### src/rtl/sirs_pkg.sv
package sirs_pkg;

	localparam int WORD_BITS = 32;
	localparam int FRAC_BITS = 16;
	localparam int CFG_BITS  = 31;
	localparam int NUM_REGS  = 4;
	localparam int NUM_TERMS = 6;
	localparam int IDX_BITS  = 3;
	localparam int IN_FIELDS = 10;
	localparam int ADDR_BITS = 4;
	localparam int APB_BITS  = 32;

	// divider: numerator and quotient width, divisor width, step counter
	localparam int NUM_BITS  = 2 * WORD_BITS + 2;
	localparam int DEN_BITS  = 2 * WORD_BITS;
	localparam int CNT_BITS  = $clog2(NUM_BITS + 1);
	// products, accumulators
	localparam int PROD_BITS = 2 * WORD_BITS + 1;
	localparam int ACC_BITS  = 2 * WORD_BITS + 4;
	localparam int DSUM_BITS = 2 * WORD_BITS + 3;
	localparam int DIFF_BITS = WORD_BITS + 1;

	localparam int IN_DATA_BITS  = IN_FIELDS * WORD_BITS;
	localparam int OUT_DATA_BITS = 7 * WORD_BITS;

	// register indexes
	localparam logic [1:0] REG_MASS_A    = 2'd0;
	localparam logic [1:0] REG_MASS_B    = 2'd1;
	localparam logic [1:0] REG_INERTIA_A = 2'd2;
	localparam logic [1:0] REG_INERTIA_B = 2'd3;

	localparam logic [CFG_BITS-1:0] CFG_RESET = CFG_BITS'(65536);

	// input field places in tdata
	localparam int F_BIAS = 6;
	localparam int F_LOW  = 7;
	localparam int F_HIGH = 8;
	localparam int F_IMP  = 9;

	// command codes
	localparam logic CMD_LOAD  = 1'b0;
	localparam logic CMD_SOLVE = 1'b1;

	// datapath operations
	localparam logic [3:0] OP_NONE    = 4'd0;
	localparam logic [3:0] OP_CAPTURE = 4'd1;
	localparam logic [3:0] OP_MUL_SQ  = 4'd2;
	localparam logic [3:0] OP_DIV_SQ  = 4'd3;
	localparam logic [3:0] OP_SUM_SQ  = 4'd4;
	localparam logic [3:0] OP_MUL_DOT = 4'd5;
	localparam logic [3:0] OP_ADD_DOT = 4'd6;
	localparam logic [3:0] OP_DIV_DL  = 4'd7;
	localparam logic [3:0] OP_DL      = 4'd8;
	localparam logic [3:0] OP_CLAMP   = 4'd9;
	localparam logic [3:0] OP_MUL_APP = 4'd10;
	localparam logic [3:0] OP_DIV_APP = 4'd11;
	localparam logic [3:0] OP_VEL     = 4'd12;
	localparam logic [3:0] OP_OUT     = 4'd13;

	localparam logic [IDX_BITS-1:0] LAST_IDX = IDX_BITS'(NUM_TERMS - 1);

	typedef logic [NUM_REGS-1:0][CFG_BITS-1:0] cfg_regs_t;

	typedef struct packed {
		logic [3:0]          op;
		logic [IDX_BITS-1:0] idx;
	} cmd_t;

	typedef struct packed {
		logic div_done;
		logic denom_zero;
		logic out_free;
		logic in_solve;
	} status_t;

	// which register divides term idx (A: x, y, w then B: x, y, w)
	function automatic logic [1:0] cfg_sel(input logic [IDX_BITS-1:0] idx);
		logic [1:0] r;
		case (idx) inside
			3'd0, 3'd1: r = REG_MASS_A;
			3'd2:       r = REG_INERTIA_A;
			3'd3, 3'd4: r = REG_MASS_B;
			default:    r = REG_INERTIA_B;
		endcase
		return r;
	endfunction

	function automatic logic [WORD_BITS-1:0] abs_w(input logic [WORD_BITS-1:0] x);
		return x[WORD_BITS-1] ? (~x + 1'b1) : x;
	endfunction

	function automatic logic [DIFF_BITS-1:0] abs_d(input logic [DIFF_BITS-1:0] x);
		return x[DIFF_BITS-1] ? (~x + 1'b1) : x;
	endfunction

	// saturate a wide signed value to the word range
	function automatic logic [WORD_BITS-1:0] sat_w(input logic [ACC_BITS-1:0] x);
		logic signed [ACC_BITS-1:0] v;
		logic signed [ACC_BITS-1:0] mx;
		logic signed [ACC_BITS-1:0] mn;
		v  = $signed(x);
		mx = $signed({{(ACC_BITS-WORD_BITS+1){1'b0}}, {(WORD_BITS-1){1'b1}}});
		mn = -mx - 1;
		if (v > mx) return mx[WORD_BITS-1:0];
		if (v < mn) return mn[WORD_BITS-1:0];
		return x[WORD_BITS-1:0];
	endfunction

endpackage

### src/rtl/sirs_ctrl.sv
module sirs_ctrl (
	input  logic              clk,
	input  logic              arst_n,
	input  logic              in_valid,
	output logic              in_ready,
	input  sirs_pkg::status_t status,
	output sirs_pkg::cmd_t    cmd
);

	localparam logic [3:0] S_IDLE    = 4'd0;
	localparam logic [3:0] S_SQ_MUL  = 4'd1;
	localparam logic [3:0] S_SQ_DIV  = 4'd2;
	localparam logic [3:0] S_SQ_WAIT = 4'd3;
	localparam logic [3:0] S_DOT_MUL = 4'd4;
	localparam logic [3:0] S_DOT_ADD = 4'd5;
	localparam logic [3:0] S_DL_CHK  = 4'd6;
	localparam logic [3:0] S_DL_WAIT = 4'd7;
	localparam logic [3:0] S_CLAMP   = 4'd8;
	localparam logic [3:0] S_AP_MUL  = 4'd9;
	localparam logic [3:0] S_AP_DIV  = 4'd10;
	localparam logic [3:0] S_AP_WAIT = 4'd11;
	localparam logic [3:0] S_OUT     = 4'd12;

	logic [3:0]                    state_q, state_d;
	logic [sirs_pkg::IDX_BITS-1:0] idx_q, idx_d;
	logic [3:0]                    op;

	// sequence the row: denominator terms, dot product, divide, clamp, apply
	always_comb begin
		state_d = state_q;
		idx_d   = idx_q;
		op      = sirs_pkg::OP_NONE;
		case (state_q)
			S_IDLE: begin
				if (in_valid) begin
					op      = sirs_pkg::OP_CAPTURE;
					idx_d   = '0;
					state_d = status.in_solve ? S_SQ_MUL : S_OUT;
				end
			end
			S_SQ_MUL: begin
				op      = sirs_pkg::OP_MUL_SQ;
				state_d = S_SQ_DIV;
			end
			S_SQ_DIV: begin
				op      = sirs_pkg::OP_DIV_SQ;
				state_d = S_SQ_WAIT;
			end
			S_SQ_WAIT: begin
				if (status.div_done) begin
					op = sirs_pkg::OP_SUM_SQ;
					if (idx_q == sirs_pkg::LAST_IDX) begin
						idx_d   = '0;
						state_d = S_DOT_MUL;
					end else begin
						idx_d   = idx_q + 1'b1;
						state_d = S_SQ_MUL;
					end
				end
			end
			S_DOT_MUL: begin
				op      = sirs_pkg::OP_MUL_DOT;
				state_d = S_DOT_ADD;
			end
			S_DOT_ADD: begin
				op = sirs_pkg::OP_ADD_DOT;
				if (idx_q == sirs_pkg::LAST_IDX) begin
					idx_d   = '0;
					state_d = S_DL_CHK;
				end else begin
					idx_d   = idx_q + 1'b1;
					state_d = S_DOT_MUL;
				end
			end
			S_DL_CHK: begin
				if (status.denom_zero) begin
					op      = sirs_pkg::OP_DL;
					state_d = S_CLAMP;
				end else begin
					op      = sirs_pkg::OP_DIV_DL;
					state_d = S_DL_WAIT;
				end
			end
			S_DL_WAIT: begin
				if (status.div_done) begin
					op      = sirs_pkg::OP_DL;
					state_d = S_CLAMP;
				end
			end
			S_CLAMP: begin
				op      = sirs_pkg::OP_CLAMP;
				idx_d   = '0;
				state_d = S_AP_MUL;
			end
			S_AP_MUL: begin
				op      = sirs_pkg::OP_MUL_APP;
				state_d = S_AP_DIV;
			end
			S_AP_DIV: begin
				op      = sirs_pkg::OP_DIV_APP;
				state_d = S_AP_WAIT;
			end
			S_AP_WAIT: begin
				if (status.div_done) begin
					op = sirs_pkg::OP_VEL;
					if (idx_q == sirs_pkg::LAST_IDX) begin
						idx_d   = '0;
						state_d = S_OUT;
					end else begin
						idx_d   = idx_q + 1'b1;
						state_d = S_AP_MUL;
					end
				end
			end
			S_OUT: begin
				if (status.out_free) begin
					op      = sirs_pkg::OP_OUT;
					state_d = S_IDLE;
				end
			end
			default: state_d = S_IDLE;
		endcase
	end

	always_ff @(posedge clk or negedge arst_n) begin
		if (!arst_n) begin
			state_q <= S_IDLE;
			idx_q   <= '0;
		end else begin
			state_q <= state_d;
			idx_q   <= idx_d;
		end
	end

	assign in_ready = (state_q == S_IDLE);
	assign cmd.op   = op;
	assign cmd.idx  = idx_q;

endmodule
### config.mk
export PLATFORM = sky130hd
export DESIGN_NAME = sirs_ctrl
export DESIGN_NICKNAME = d
export VERILOG_FILES = /design/src/rtl/sirs_pkg.sv /design/src/rtl/sirs_ctrl.sv
export SDC_FILE = /design/constraint.sdc
export NUM_CORES = 1
export LEC_CHECK = 0
export BUFFER_PORTS_ARGS = -buffer_cell sky130_fd_sc_hd__buf_2
export CAP_MARGIN = 15
export CELL_PAD_IN_SITES_DETAIL_PLACEMENT = 0
export CELL_PAD_IN_SITES_GLOBAL_PLACEMENT = 1
export CORE_MARGIN = 2
export CORE_UTILIZATION = 36
export CTS_BUF_LIST = sky130_fd_sc_hd__clkbuf_4
export CTS_CLUSTER_SIZE = 28
export DETAILED_ROUTE_END_ITERATION = 16
export GPL_TIMING_DRIVEN = 0
export PLACE_DENSITY = 0.83
export SYNTH_ARGS = -nofsm -noshare
export SYNTH_HDL_FRONTEND = slang
export SYNTH_SLANG_ARGS = --single-unit
### constraint.sdc
create_clock -name clk -period 1.4 [get_ports clk]
set_clock_uncertainty 0.1 [all_clocks]
set_input_delay 0.07 -clock clk [delete_from_list [all_inputs] [get_ports clk]]
set_output_delay 0.07 -clock clk [all_outputs]
set_load 0.03 [all_outputs]
; Word level (Yosys, flattened, before mapping)
; Index checks and enable logic that the tools add are counted.
[word_totals]
reg_bits = 7
in_bits = 7
output_inout_bits = 8
wordCells = 48
[classes]
addsub = 1
n_eq_ne = 19
n_mux = 21
n_reduce_logical = 5
[ops]
columns = operator, count
row1 = one-hot mux 4 bit (13 select lines), 2
row2 = two-way mux 4 bit, 10
row3 = == test 4 bit (second input constant), 5
row4 = two-way mux 3 bit, 6
row5 = == test 4 x 3 -> 1 bit (second input constant), 4
row6 = one-hot mux 3 bit (4 select lines), 1
row7 = != test 2 bit (second input constant), 5
row8 = == test 4 x 2 -> 1 bit (second input constant), 2
row9 = AND reduction 5 bit, 1
row10 = == test 4 x 1 -> 1 bit (second input constant), 1
row11 = zero test 4 bit, 1
row12 = nonzero test 4 bit, 1
row13 = adder 3 x 1 -> 3 bit (second input constant), 1
row14 = == test 3 bit (second input constant), 1
row15 = AND reduction 3 bit, 1
row16 = two-way mux 2 bit, 1
row17 = != test 2 x 1 -> 1 bit (second input constant), 1
row18 = OR reduction 2 bit, 1
row19 = two-way mux 1 bit, 1

; Depth between registers and ports, before layout
; Gate-level depths: netlist of run 1.
[logic_depth]
word_depth = 4
ltp_mapped = 5
mapped_depth_nobuf = 4

; Worst setup path after synthesis of run 1
; Ideal clock, no wire load.
[synth_timing]
kind = reg2out
start = reg state_q[2]
end = out cmd[3] (netlist name)
arrival_time_ps = 1490
t_required_ps = 1230
setup_slack_ps = -260
path_stages_with_launch = 5
path_buffers = 2
cell_sequence = dfrtp_1 > buf_6 > buf_6 > nor3_1 > a211oi_1
[synth_rtl]
columns = element, line_no
row1 = start: declaration, sirs_ctrl.sv:24  ; logic [3:0] state_q, state_d;
row2 = start signal: assignment, sirs_ctrl.sv:130  ; state_q <= state_d;
row3 = end: declaration, sirs_ctrl.sv:7  ; output sirs_pkg::cmd_t cmd

==> results of run 1 <==
-- registers in the layout (all words and copies together) (netlist names) --
name	flops
state_q	4
idx_q	3
-- worst paths after layout --
check | endpoint | cells past startpoint
min in group clk | state_q[1] | 4
worst max register to register | state_q[2] | 5
worst min register to register | idx_q[1] | 1
worst max-delay path | cmd[3] | 5
worst min-delay path | state_q[0] | 2
max in group asynchronous | state_q[1] | 2
-- logic make-up after synthesis --
group,share of synthesized area
buffers and inverters,0.118
and+or+nand+nor,0.294
AOI/OAI and AO/OA,0.305
muxes,0.0153
DFF,0.267
-- placed cells by master, fill, tap and decap left out, drive strengths merged, types with 4 or more instances in the layout --
master and instances:
a21oi 5, a31oi 6, buf 29, clkbuf 4, dfrtp 7, inv 4
nand2 7, nand2b 4, nor2 4, nor3 5, o21ai 8
-- through the flow --
step	utilization	power (mW)	TNS, ns
finish	0.604	2.86	-1.66
floorplan	-	1.60	0
global route	0.604	3.02	-2.21
CTS	0.580	2.66	-1.33
global placement	0.450	1.94	-0.794
detailed placement	0.450	1.93	-0.704
-- worst max-delay path, delay by kind of cell (launching register included) --
| kind | cells | cell delay (ns) |
|---|---|---|
| buffers and inverters | 2 | 0.33 |
| DFF | 1 | 0.44 |
| AOI/OAI and AO/OA | 3 | 0.41 |
-- final cells by class --
type	instances	area (um^2)	share of cell area
Buffer	6	78.8	0.0756
Clock buffer	4	30.0	0.0288
Inverter	4	15.0	0.0144
Multi-Input combinational cell	65	526	0.504
Sequential cell	7	179	0.172
Tap cell	25	31.3	0.0300
Timing Repair Buffer	24	183	0.175
-- where the power goes --
part           switching, mW  internal [mW]  total [mW]
registers              0.153          0.310       0.463
clock network         0.0961          0.130       0.226
logic                   1.18          0.995        2.18
total                   1.43           1.43        2.86
-- metal layers --
metal,part of all wire,global-route usage
met1,0.38,0.295
met2,0.51,0.372
met3,0.080,0.0392
met4,0.039,0.106
met5,0,0
-- timing repair --
action	CTS	global route
gates resized for setup	31	14
setup buffers	9	0
hold buffers	1	0
hold endpoints to repair	7	0
endpoints found under the setup margin	11	12
pin swaps	12	10
==> qor.yml, run 1 <==
die:
  start_util: 0.380
  ios: 15
  dieArea_mm2: 0.00218
  core_area_mm2: 0.00173
  chipWidth_um: 46.7
  num_rows: 15
  die_h_um: 46.7
synth:
  yosys_warnings: 0
  synth_ff_type: "dfrtp_1"
  synth_enable_flop_cells: 0
  synth_top_area_cell: "dfrtp_1"
  syn_area_per_cell_um2: 8.00
  synth_nets: 89
  synthCells: 82
  ys_ff_latch: 7
  synth_top_area_frac: 0.267
  ys_types: 36
  synth_area_um2: 656
  synthArstFlopShare: 1.00
  synthTopCellsByArea: "dfrtp_1, a31oi_1, buf_6, o21ai_0, nand2_1"
  ys_seq_area_frac: 0.267
  synth_commonest_cells: "dfrtp_1, nand2_1, a31oi_1, o21ai_0"
routing:
  postRouteAntennaNets: 0
  first_pass_iters: 4
  drtIter0Drc: 30
  vias_per_cell: 6.06
  drc: 0
  wire_per_inst_um: 16.2
  totalWireLength_um: 2190
  vias: 818
setup_path:
  path_class: "reg2out"
  crit_path_max_incr_delay_ns: 0.44
  worstPathRequired_ns: 1.23
  critPathSlowestCell: "dfrtp_2"
  end_kind: "output pin"
  r2r_setup_slack_ns: -0.16
  path_cells: "buf_6, a21oi_4, a21oi_2, a211oi_2, buf_4"
  crit_path_max_fanout: 4
  setup.worst_path.start: "state_q[1]"
  crit_path_start_kind: "flop"
  cp.arrival_ns: 1.45
  r2r-start: "state_q[0]"
global_routing:
  grt_pass1_vias: 732
  grt_use_total: 0.230
  grt_pass1_wl_um: 3430
  grt_max_degree: 11
  antenna_found_initial: 0
  grt.overflow.total: 0
cells_and_area:
  finalInstanceArea_mm2: 0.00104
  drive_gt1_frac: 0.536
  instances_no_fill: 135
  nFillCells: 140
  nets: 118
  n_antenna_cell: 0
  area_growth_syn_to_layout_pct: 59.0
sta:
  rsz0062_at_grt: "true"
  hold_slack_ns: 0.0643
  finalSetupViolations: 12
  fin_crit_ns: 1.62
  fmax_mhz: 617
  fin_crit_sh: 1.16
  hold_viol_final: 0
  postLayoutSetupSlackWorst_ns: -0.221
  relSlewSlack: 0.793
  tightest_slew_ns: 0.308
  slew_violations: 0
status:
  violations: "negative setup slack"
  status: "finished with violations"
place:
  routabilityCongestion: 0.814
  placed_cells: 121
  place_area_um2: 777
  port_buffers: 14
  pre_cts_slack_ns: -0.143
  dp_hpwl_um: 1310
clock_network:
  clock-sinks: 7
  cts_max_path_buffers: 2
  cts_tree: "yes"
  insertion_delay_ns: 0.27
  cts-root-buf: "clkbuf_4"
  cts_max_level: 1
  cts.clk_slew.worst_paths_ns: 0.06
  cts_made_buffers: 3
power_and_ir_drop:
  ir_drop_v: 0.00136
  power_density_mw_per_mm2: 2750
  p_leak_nw: 0.424
run:
  drv_cap: 0
hold_path:
  hold_class: "in2async"
No activity file was read; power rests on OpenSTA's default activity.
==> run 2: changes to the inputs <==
--- a/config.mk
+++ b/config.mk
@@ -10,12 +10,12 @@
 export CELL_PAD_IN_SITES_DETAIL_PLACEMENT = 0
 export CELL_PAD_IN_SITES_GLOBAL_PLACEMENT = 1
 export CORE_MARGIN = 2
-export CORE_UTILIZATION = 36
+export CORE_UTILIZATION = 39
 export CTS_BUF_LIST = sky130_fd_sc_hd__clkbuf_4
 export CTS_CLUSTER_SIZE = 28
 export DETAILED_ROUTE_END_ITERATION = 16
 export GPL_TIMING_DRIVEN = 0
-export PLACE_DENSITY = 0.83
+export PLACE_DENSITY = 0.85
 export SYNTH_ARGS = -nofsm -noshare
 export SYNTH_HDL_FRONTEND = slang
 export SYNTH_SLANG_ARGS = --single-unit
==> constraint.sdc (replaced) <==
create_clock -name clk -period 1.59 [get_ports clk]
set_clock_uncertainty 0.1 [all_clocks]
set_input_delay 0.0795 -clock clk [delete_from_list [all_inputs] [get_ports clk]]
set_output_delay 0.0795 -clock clk [all_outputs]
set_load 0.03 [all_outputs]
==> run 2 against run 1 <==
  * The flow still finishes with violations (negative setup slack)
  * Worst hold slack improved by 0.023 ns
  * Power decreased by 20%
  * Clock-buffer cell count did not move
  * Routed wire length fell by 8.0%
  * Worst setup slack gained 0.19 ns
  * Utilization grew 0.84 points
  * First-iteration DRC count increased by 23%
  * Global-route usage shrank 0.37 points
  * Sequential power decreased by 13%
  * Critical endpoint is now cmd[5]
  * Highest routed layer unchanged
==> qor.yml, run 2 (synthesized netlist as in run 1, its figures left out) <==
global_routing:
  grt_use_total: 0.226  # -0.00367
  grt_pass1_wl_um: 3350  # -2.4%
  grt.overflow.total: 0  # unchanged
  grt_max_degree: 11  # unchanged
  grt_pass1_vias: 746  # +1.9%
  antenna_found_initial: 0  # unchanged
clock_network:
  cts_max_level: 1  # unchanged
  cts_max_path_buffers: 2  # unchanged
  cts_made_buffers: 3  # unchanged
  cts_tree: "yes"
  clock-sinks: 7  # unchanged
  cts.clk_slew.worst_paths_ns: 0.05  # about the same
  cts-root-buf: "clkbuf_4"
  insertion_delay_ns: 0.25  # -0.02 ns
setup_path:
  r2r_cells: 4  # -1
  path_cells: "buf_6, nor2_4, a22o_1, nand2_1, o21ai_1, buf_4"
  r2r-start: "state_q[0]"
  cp.buffers_inverters: 2  # unchanged
  crit_path_max_incr_delay_ns: 0.46  # +0.02 ns
  crit_path_start_kind: "flop"
  r2r_setup_slack_ns: 0  # +0.16 ns
  regToRegEndpoint: "state_q[0]"
  path_class: "reg2out"
  critPathSlowestCell: "dfrtp_2"
  worstPathRequired_ns: 1.41  # +0.18 ns
  cp_top_family: "flip-flops"
  cp.arrival_ns: 1.44  # about the same
  end_kind: "output pin"
  crit_path_max_fanout: 4  # unchanged
place:
  routabilityCongestion: 0.867  # +6.5%
  pre_cts_slack_ns: -0.0385  # +0.104 ns
  port_buffers: 14  # unchanged
  dp_hpwl_um: 1360  # +4.2%
sta:
  rsz0062_at_grt: "true"
  relSlewSlack: 0.781  # -0.0121
  fin_crit_sh: 1.02
  fin_crit_ns: 1.62
  tightest_slew_ns: 0.326  # +0.0180 ns
  hold_viol_final: 0  # unchanged
  finalSetupViolations: 3  # -9
  slew_violations: 0  # unchanged
  postLayoutSetupSlackWorst_ns: -0.0267  # +0.194 ns
  fmax_mhz: 619
cells_and_area:
  nFillCells: 136  # -2.9%
  postLayoutCoreUtil: 0.612  # +0.00839
  reg_top3: "state_q (4), idx_q (3)"
  area_growth_syn_to_layout_pct: 43.9
  largest_reg_flops: 4  # unchanged
  layout_common_cells: "buf_4, buf_2, buf_6, nand2_1, a31oi_1"
  n_antenna_cell: 0  # unchanged
  drive_gt1_frac: 0.468  # -0.0685
  nets: 117  # -0.85%
  top_register: "state_q"
  final_common_cell: "buf_4"
power_and_ir_drop:
  power_density_mw_per_mm2: 2420  # -12%
  p_total_mw: 2.29  # -20%
  p_leak_nw: 0.406  # -4.4%
  ir_drop_v: 0.00119  # -13%
die:
  die_h_um: 45  # -3.6%
  start_util: 0.425  # +0.0456
  ios: 15  # unchanged
  core_area_mm2: 0.00154  # -11%
  chipWidth_um: 45  # -3.6%
  num_rows: 14  # -1
  dieArea_mm2: 0.00203  # -7.0%
routing:
  vias_per_cell: 6.21  # +2.5%
  drc: 0  # unchanged
  first_pass_iters: 4  # unchanged
  postRouteAntennaNets: 0  # unchanged
  totalWireLength_um: 2020  # -8.0%
  drtIter0Drc: 37  # +23%
  vias: 776  # -5.1%
  wire_per_inst_um: 16.1  # -0.62%
hold_path:
  hold_class: "in2async"
status:
  status: "finished with violations"
  violations: "negative setup slack"
run:
  drv_cap: 0  # unchanged
-- run 2: changes by cell type in the layout (fill, tap and decap cells not counted), moves of 2 or more --
cell | previous run | this run
o21ai_0 | 3 | 5
a21oi_1 | 2 | 4
buf_8 | 3 | 1
o21ai_1 | 4 | 2
nand2_1 | 4 | 6
nand2_2 | 3 | 1
buf_4 | 8 | 10
-- run 2: what timing repair did --
item                                    4_1_cts  5_1_grt
endpoints found under the setup margin        8        8
buffers inserted                              7        1
pin swaps                                     5        4
hold endpoints to repair                      7        0
hold buffers                                  1        0
gates resized for setup                      18       13
-- run 2: layer usage --
metal	part of all wire	vias up	global-route usage	wire length (um)
met5	0	-	0	0
met4	0.0099	0	0.0294	20
met3	0.060	4	0.0680	121
met2	0.54	32	0.403	1080
met1	0.39	377	0.273	793
li1	-	363	-	-
-- run 2: how the worst max path moves through the flow --
stage / start / endpoint / slack (ns) / cells after the start
floorplan: state_q[2] / cmd[5] / 0.03 / 3
global placement: state_q[0] / idx_q[1] / -0.002 / 4
detailed placement: state_q[0] / idx_q[2] / -0.04 / 4
CTS: state_q[1] / cmd[6] / -0.01 / 6
global route: state_q[0] / cmd[5] / -0.08 / 6
finish: state_q[0] / cmd[5] / -0.03 / 6
-- run 2: power breakdown --
part | internal, mW | switching (mW) | leakage (nW)
Combinational | 0.774 | 0.934 | 0.305
Sequential | 0.273 | 0.128 | 0.0823
Clock | 0.113 | 0.0636 | 0.0184
-- run 2: layout make-up --
type                       count  area [um^2]  area share
buffer                         6         71.3      0.0756
clock buffer                   4         30.0      0.0318
inverter                       4         15.0      0.0159
multi-input combinational     65          464       0.492
sequential                     7          179       0.190
tap                           16         20.0      0.0212
timing repair buffer          23          164       0.174
-- run 2: stage by stage --
stage / setup TNS (ns) / instances / cell area [um^2] / hold slack (ns)
4_1_cts: -0.0231 / 124 / 902 / 0.0839
3_5_place_dp: -0.115 / 112 / 756 / -0.179
5_1_grt: -0.412 / 125 / 943 / 0.0934
6_report: -0.0376 / 125 / 943 / 0.0869
3_3_place_gp: -0.00157 / 112 / 756 / -0.184
2_1_floorplan: 0 / 82 / 666 / -0.316
